`config.mk`:
```
export PLATFORM = sky130hd
export DESIGN_NAME = clm_core
export DESIGN_NICKNAME = d
export VERILOG_FILES = /design/src/rtl/core/clm_pkg.sv /design/src/rtl/core/clm_core.sv
export SDC_FILE = /design/constraint.sdc
export NUM_CORES = 2
export LEC_CHECK = 0
export BUFFER_PORTS_ARGS = -buffer_cell sky130_fd_sc_hd__clkbuf_2
export CORE_UTILIZATION = 35
export DETAILED_ROUTE_END_ITERATION = 8
export PLACE_DENSITY = 0.57
export SYNTH_ARGS = -nofsm -noshare
export SYNTH_HDL_FRONTEND = slang
export SYNTH_SLANG_ARGS = --single-unit
```
`constraint.sdc`:
```
create_clock -name i_clk -period 30.4 [get_ports i_clk]
set_clock_uncertainty 0.2 [all_clocks]
set_input_delay 1.52 -clock i_clk [delete_from_list [all_inputs] [get_ports i_clk]]
set_output_delay 1.52 -clock i_clk [all_outputs]
set_load 0.02 [all_outputs]
```
`src/rtl/core/clm_pkg.sv`:
```
`default_nettype none
package clm_pkg;

    // widths fixed by the transaction fields
    localparam int SEED_W  = 64;
    localparam int COUNT_W = 33;
    localparam int TOTAL_W = 32;
    localparam int MEMO_W  = TOTAL_W + 1;   // known flag + total
    localparam int LIMIT_W = 32;
    localparam int LOG2_W  = 5;

    // defaults for the top-level parameters
    localparam int MEMO_ADDR_BITS_DEF = 16;
    localparam int VALUE_BITS_DEF     = 128;

    // register reset values and limits
    localparam logic [LIMIT_W-1:0] STEP_LIMIT_RST = 32'd100000000;
    localparam logic [LOG2_W-1:0]  MEMO_LOG2_RST  = 5'd16;
    localparam logic [COUNT_W-1:0] STORE_LIMIT    = 33'd2147483647;

    // configuration register indexes
    localparam logic REG_STEP_LIMIT = 1'b0;
    localparam logic REG_MEMO_LOG2  = 1'b1;

    // result status codes
    localparam logic [1:0] ST_ONE   = 2'd0;
    localparam logic [1:0] ST_OVF   = 2'd1;
    localparam logic [1:0] ST_LIMIT = 2'd2;
    localparam logic [1:0] ST_ZERO  = 2'd3;

    typedef struct packed {
        logic [SEED_W-1:0] seed_high;
        logic [SEED_W-1:0] seed_low;
    } t_in;

    typedef struct packed {
        logic [COUNT_W-1:0] step_count;
        logic [1:0]         status;
        logic               memo_used;
        logic [SEED_W-1:0]  peak_high;
        logic [SEED_W-1:0]  peak_low;
    } t_out;

    // memo port control
    typedef struct packed {
        logic rd;
        logic wr;
    } t_memo_ctl;

    typedef enum logic [2:0] {
        S_IDLE,
        S_STEP,
        S_LOOK,
        S_STRIP,
        S_DONE
    } t_state;

    // trailing zeros of a byte, 8 when the byte is zero
    function automatic logic [3:0] f_ctz8(input logic [7:0] b);
        logic [3:0] n;
        n = 4'd8;
        for (int i = 7; i >= 0; i--) begin
            if (b[i]) begin
                n = 4'(i);
            end
        end
        return n;
    endfunction

endpackage
`default_nettype wire

```
`src/rtl/core/clm_core.sv`:
```
`default_nettype none
module clm_core #(
    parameter int MEMO_ADDR_BITS = clm_pkg::MEMO_ADDR_BITS_DEF,
    parameter int VALUE_BITS     = clm_pkg::VALUE_BITS_DEF
) (
    input  wire                            i_clk,
    input  wire                            i_rst_n,
    input  wire                            i_start,
    input  wire [VALUE_BITS-1:0]           i_seed,
    input  wire [clm_pkg::LIMIT_W-1:0]     i_limit,
    input  wire [clm_pkg::LOG2_W-1:0]      i_lg,
    input  wire [clm_pkg::MEMO_W-1:0]      i_mem_rdata,
    output clm_pkg::t_memo_ctl             o_mem_ctl,
    output logic [MEMO_ADDR_BITS-1:0]      o_mem_addr,
    output logic [clm_pkg::MEMO_W-1:0]     o_mem_wdata,
    output logic                           o_idle,
    output logic                           o_done,
    input  wire                            i_take,
    output clm_pkg::t_out                  o_res
);

    localparam int CW = clm_pkg::COUNT_W;

    clm_pkg::t_state           r_state, n_state;
    logic [VALUE_BITS-1:0]     r_v, n_v;
    logic [VALUE_BITS-1:0]     r_peak, n_peak;
    logic [CW-1:0]             r_cnt, n_cnt;
    logic [CW-1:0]             r_base, n_base;
    logic [MEMO_ADDR_BITS-1:0] r_idx, n_idx;
    logic                      r_memo, n_memo;
    logic                      r_looked, n_looked;
    logic [1:0]                r_status, n_status;
    logic                      r_used, n_used;

    logic [clm_pkg::LOG2_W-1:0] lg_c;
    logic                       v_one, v_small, v_odd, ovf, over_lim, rd_known;
    logic [VALUE_BITS+1:0]      tri_v;
    logic [3:0]                 sh;
    logic [CW-1:0]              rd_tot, tot_hit, tot_one;

    // value tests
    assign lg_c  = (i_lg > clm_pkg::LOG2_W'(MEMO_ADDR_BITS))
                   ? clm_pkg::LOG2_W'(MEMO_ADDR_BITS) : i_lg;
    assign v_one = (r_v == VALUE_BITS'(1));
    assign v_odd = r_v[0];

    always_comb begin
        v_small = 1'b1;
        for (int i = 0; i < VALUE_BITS; i++) begin
            if ((i >= int'(lg_c)) && r_v[i]) begin
                v_small = 1'b0;
            end
        end
    end

    // 3n+1 and strip of up to eight twos per cycle
    assign tri_v    = {2'b00, r_v} + {1'b0, r_v, 1'b0} + (VALUE_BITS+2)'(1);
    assign ovf      = (tri_v[VALUE_BITS+1:VALUE_BITS] != 2'b00);
    assign sh       = clm_pkg::f_ctz8(r_v[7:0]);
    assign over_lim = (r_cnt > {1'b0, i_limit});

    // memo totals
    assign rd_known = i_mem_rdata[clm_pkg::TOTAL_W];
    assign rd_tot   = {1'b0, i_mem_rdata[clm_pkg::TOTAL_W-1:0]};
    assign tot_hit  = r_cnt - r_base + rd_tot;
    assign tot_one  = r_cnt - r_base;

    // next state
    always_comb begin
        n_state = r_state;
        case (r_state)
            clm_pkg::S_IDLE: begin
                if (i_start) begin
                    n_state = (i_seed == '0) ? clm_pkg::S_DONE : clm_pkg::S_STEP;
                end
            end
            clm_pkg::S_STEP: begin
                if (v_one) begin
                    n_state = clm_pkg::S_DONE;
                end else if (v_small && !r_looked) begin
                    n_state = clm_pkg::S_LOOK;
                end else if (v_odd && ovf) begin
                    n_state = clm_pkg::S_DONE;
                end else begin
                    n_state = clm_pkg::S_STRIP;
                end
            end
            clm_pkg::S_LOOK: begin
                n_state = rd_known ? clm_pkg::S_DONE : clm_pkg::S_STEP;
            end
            clm_pkg::S_STRIP: begin
                if (v_odd) begin
                    n_state = over_lim ? clm_pkg::S_DONE : clm_pkg::S_STEP;
                end
            end
            clm_pkg::S_DONE: begin
                if (i_take) begin
                    n_state = clm_pkg::S_IDLE;
                end
            end
            default: n_state = clm_pkg::S_IDLE;
        endcase
    end

    // datapath and memo port
    always_comb begin
        n_v         = r_v;
        n_peak      = r_peak;
        n_cnt       = r_cnt;
        n_base      = r_base;
        n_idx       = r_idx;
        n_memo      = r_memo;
        n_looked    = r_looked;
        n_status    = r_status;
        n_used      = r_used;
        o_mem_ctl   = '0;
        o_mem_addr  = r_v[MEMO_ADDR_BITS-1:0];
        o_mem_wdata = '0;
        case (r_state)
            clm_pkg::S_IDLE: begin
                if (i_start) begin
                    n_v      = i_seed;
                    n_peak   = i_seed;
                    n_cnt    = '0;
                    n_memo   = 1'b0;
                    n_looked = 1'b0;
                    n_used   = 1'b0;
                    n_status = (i_seed == '0) ? clm_pkg::ST_ZERO : clm_pkg::ST_ONE;
                end
            end
            clm_pkg::S_STEP: begin
                if (v_one) begin
                    // memo walk ended at one: store its own total
                    if (r_memo) begin
                        n_used        = 1'b1;
                        o_mem_addr    = r_idx;
                        o_mem_wdata   = {1'b1, tot_one[clm_pkg::TOTAL_W-1:0]};
                        o_mem_ctl.wr  = (tot_one < clm_pkg::STORE_LIMIT);
                    end
                end else if (v_small && !r_looked) begin
                    o_mem_ctl.rd = 1'b1;
                    n_looked     = 1'b1;
                end else begin
                    n_looked = 1'b0;
                    if (v_odd) begin
                        if (ovf) begin
                            n_status = clm_pkg::ST_OVF;
                            n_used   = 1'b0;
                        end else begin
                            n_v   = tri_v[VALUE_BITS-1:0];
                            n_cnt = r_cnt + CW'(1);
                        end
                    end
                end
            end
            clm_pkg::S_LOOK: begin
                if (rd_known) begin
                    n_cnt  = r_cnt + rd_tot;
                    n_used = 1'b1;
                    if (r_memo) begin
                        o_mem_addr   = r_idx;
                        o_mem_wdata  = {1'b1, tot_hit[clm_pkg::TOTAL_W-1:0]};
                        o_mem_ctl.wr = (tot_hit < clm_pkg::STORE_LIMIT);
                    end
                end else if (!r_memo) begin
                    // first unknown small value: start the memo walk
                    n_memo = 1'b1;
                    n_base = r_cnt;
                    n_idx  = r_v[MEMO_ADDR_BITS-1:0];
                end
            end
            clm_pkg::S_STRIP: begin
                if (!v_odd) begin
                    n_v   = r_v >> sh;
                    n_cnt = r_cnt + CW'(sh);
                end else begin
                    // step complete: peak and limit
                    if (r_v > r_peak) begin
                        n_peak = r_v;
                    end
                    if (over_lim) begin
                        n_status = clm_pkg::ST_LIMIT;
                        n_used   = 1'b0;
                    end
                end
            end
            default: begin
            end
        endcase
    end

    always_ff @(posedge i_clk) begin
        if (!i_rst_n) begin
            r_state <= clm_pkg::S_IDLE;
        end else begin
            r_state <= n_state;
        end
        r_v      <= n_v;
        r_peak   <= n_peak;
        r_cnt    <= n_cnt;
        r_base   <= n_base;
        r_idx    <= n_idx;
        r_memo   <= n_memo;
        r_looked <= n_looked;
        r_status <= n_status;
        r_used   <= n_used;
    end

    assign o_idle = (r_state == clm_pkg::S_IDLE);
    assign o_done = (r_state == clm_pkg::S_DONE);

    // result
    always_comb begin
        logic [2*clm_pkg::SEED_W-1:0] pk;
        pk               = (2*clm_pkg::SEED_W)'(r_peak);
        o_res.step_count = r_cnt;
        o_res.status     = r_status;
        o_res.memo_used  = r_used;
        o_res.peak_high  = pk[2*clm_pkg::SEED_W-1:clm_pkg::SEED_W];
        o_res.peak_low   = pk[clm_pkg::SEED_W-1:0];
    end

endmodule
`default_nettype wire

```
==> results.sh <==
export IMPL_status="completed"
export IMPL_setup_violations_final=0
export IMPL_antenna_found_initial=16
export IMPL_worstPathRequired_ns=28.68
export IMPL_cts_root_buf="clkbuf_16"
export IMPL_cts_sinks=346
export IMPL_insertion_delay_ns=0.64
export IMPL_holdPathStages=0
export IMPL_syn_num_nets=5466
export IMPL_final_max_slew_viol_count=0
export IMPL_vias=38730
export IMPL_gp_congestion=0.9504
export IMPL_ys_seq_elements=346
export IMPL_port_buffers=418
export IMPL_ys_flop_type="edfxtp_1"
export IMPL_fin_tns_setup_ns=0
export IMPL_cts_hold_buf=0
export IMPL_ctsResizeCount=0
export IMPL_htreeDepth=2
export IMPL_netlist_top_cells_area="edfxtp_1 26%, ha_1 15%, a21oi_1 6.6%"
export IMPL_row_count=122
export IMPL_synth_avg_cell_area_um2=8.109
export IMPL_min_path_type="register to register"
export IMPL_yosysTopAreaCell="edfxtp_1"
export IMPL_start_util=0.3527
export IMPL_end_kind="primary output"
export IMPL_core_area_um2=110500
export IMPL_dp_hpwl_um=135700
export IMPL_syn_area_um2=38980
export IMPL_max_slew_margin_rel=0.1841
export IMPL_finalNetCount=5731
export IMPL_synth_edf_count=343
export IMPL_period_needed_ns=8.852
export IMPL_r2r_cells=16
export IMPL_clock_fmax_ghz=0.1130
export IMPL_cp_common_cell="a21oi_1"
export IMPL_gr_total_overflow=0
export IMPL_post_place_ws_ns=22.29
export IMPL_post_route_worst_setup_slack_ns=21.55
export IMPL_syn2layout_area_growth_pct=12.53
export IMPL_design_portCount=419
export IMPL_cp_data_arrival_time_ns=7.13
export IMPL_start_kind="register"
export IMPL_ys_seq_area_frac=0.2658
export IMPL_crit_fanout=6
export IMPL_fp_dieW_um=335.7
export IMPL_cts_clk_slew_worst_paths_ns=0.06
export IMPL_drt_iter0_markers=3748
export IMPL_worst_slew_pin_transition_ns=1.213
export IMPL_design_area_um2=43860
export IMPL_post_cts_buffers=0
export IMPL_cpPeakStageDelay_ns=0.48
export IMPL_wl_per_cell_um=25.35
export IMPL_ys_async_sr_fraction=0
export IMPL_hold_viol=0
export IMPL_fp_dieArea_um2=112700
export IMPL_cp_slowest_cell="a311oi_1"
export IMPL_grtUsageTotal=0.2854
export IMPL_path_depth=26
export IMPL_final_util=0.3969
export IMPL_final_cell_mix="516 x a21oi_1, 453 x ha_1, 418 x clkbuf_2"
export IMPL_place_area_um2=42400
export IMPL_avgViaCountPerCell=5.865
export IMPL_cts_tree="built"
export IMPL_path_buf_inv=4
export IMPL_syn_inst=4807
export IMPL_layout_commonest_cell="a21oi_1"
export IMPL_die_h_um=335.7
export IMPL_cts_path_max_buffers=3
export IMPL_synth_top_area_share=0.2642
export IMPL_crit_family="compound AO/OA/AOI/OAI gates"
export IMPL_drc=0
export IMPL_grt_max_degree=155
export IMPL_grt_pass1_wl_um=241600
export IMPL_fin_crit_sh=0.2912
export IMPL_dr_pass1_iters=6
export IMPL_maxCapViolCount=0
export IMPL_detail_route_antenna_nets=0
export IMPL_synth_cell_types=93
export IMPL_fillers=11600
export IMPL_crit_type="register to primary output"
export IMPL_grt_pass1_vias=36520
export IMPL_drive_above_1_share=0.1210
export IMPL_numCtsBuffers=45
export IMPL_rsz0062_at_grt="false"
export IMPL_totalWireLength_um=167400
export IMPL_synth_warnings=0
Yosys cell counts (39+ instances only):
library cell and instances:
mux2i_1 247, o22ai_1 87, a21oi_1 516, xnor2_1 127
edfxtp_1 343, nand2b_1 51, xor2_1 73, ha_1 453
o21a_1 39, clkbuf_1 202, nor2_1 380, a21o_1 123
and2_1 40, o21ai_0 407, inv_1 411, o21bai_1 47
nand3_1 50, nor4_1 91, o221ai_1 43, nand4_1 133
nor2b_1 42, nor3_1 66, nand2_1 387
routing by layer:
layer,routed length [µm],track usage
met5,96,0
met4,8371,0.1332
met3,13020,0.05325
met2,75620,0.4572
met1,70280,0.3698
registers in the layout, summed over array words and instances (netlist names):
name,flops
r_base,33
r_cnt,33
r_idx,16
r_looked,1
r_memo,1
r_peak,128
r_state,3
r_status,2
r_used,1
r_v,128
logic make-up (layout without fill, tap and decap cells):
group / count (synthesis) / count (layout) / synth area share
xor+xnor: 200 / 200 / 0.04494
mux: 249 / 249 / 0.06401
fa+ha+maj: 458 / 458 / 0.1477
compound gates: 1578 / 1578 / 0.2521
flops: 346 / 346 / 0.2658
buf+inv: 652 / 951 / 0.06449
simple gates: 1324 / 1324 / 0.1609
other cells: 0 / 10 / 0
path summary, 6_finish.rpt:
path	start	to	slack, ns
setup / recovery	r_cnt[0]	o_mem_ctl[0]	21.55
hold / removal	r_cnt[0]	r_base[0]	0.33
setup reg to reg	r_v[0]	r_cnt[31]	23.88
hold reg to reg	r_cnt[0]	r_base[0]	0.33
final cells by class:
cell class / count / area (µm²) / share of cell area
multi-input cells: 3809 / 26220 / 0.5977
flip-flops and latches: 346 / 10360 / 0.2362
repair buffers: 457 / 2410 / 0.05494
well taps: 1488 / 1862 / 0.04245
inverters: 413 / 1550 / 0.03534
clock buffers: 62 / 1240 / 0.02827
clock inverters: 19 / 201.4 / 0.004593
diodes: 10 / 25.02 / 0.0005705
metrics by stage:
stage          cells  hold slack (ns)
2_1_floorplan   4807           0.3285
3_3_place_gp    6513           0.2889
3_5_place_dp    6513           0.3079
4_1_cts         6594           0.3265
5_1_grt         6600           0.3517
6_report        6604           0.3316
worst register-to-register path: stages, from the launching register on:
cell and delay [ns]:
edfxtp_1 0.75, nor4_1 0.61, nand3_1 0.61, or2_4 0.69
nand2_1 0.17, ha_1 0.29, a2111oi_0 0.66, buf_4 0.25
nor4_1 0.12, o211ai_1 0.25, a41oi_1 0.27, a311o_1 0.48
a21oi_1 0.33, o211ai_1 0.14, a21oi_1 0.20, xor2_1 0.16
nor2_1 0.05
Power is not shown: default switching activity piles up to over one toggle a cycle in this logic, so the estimate is an artifact.
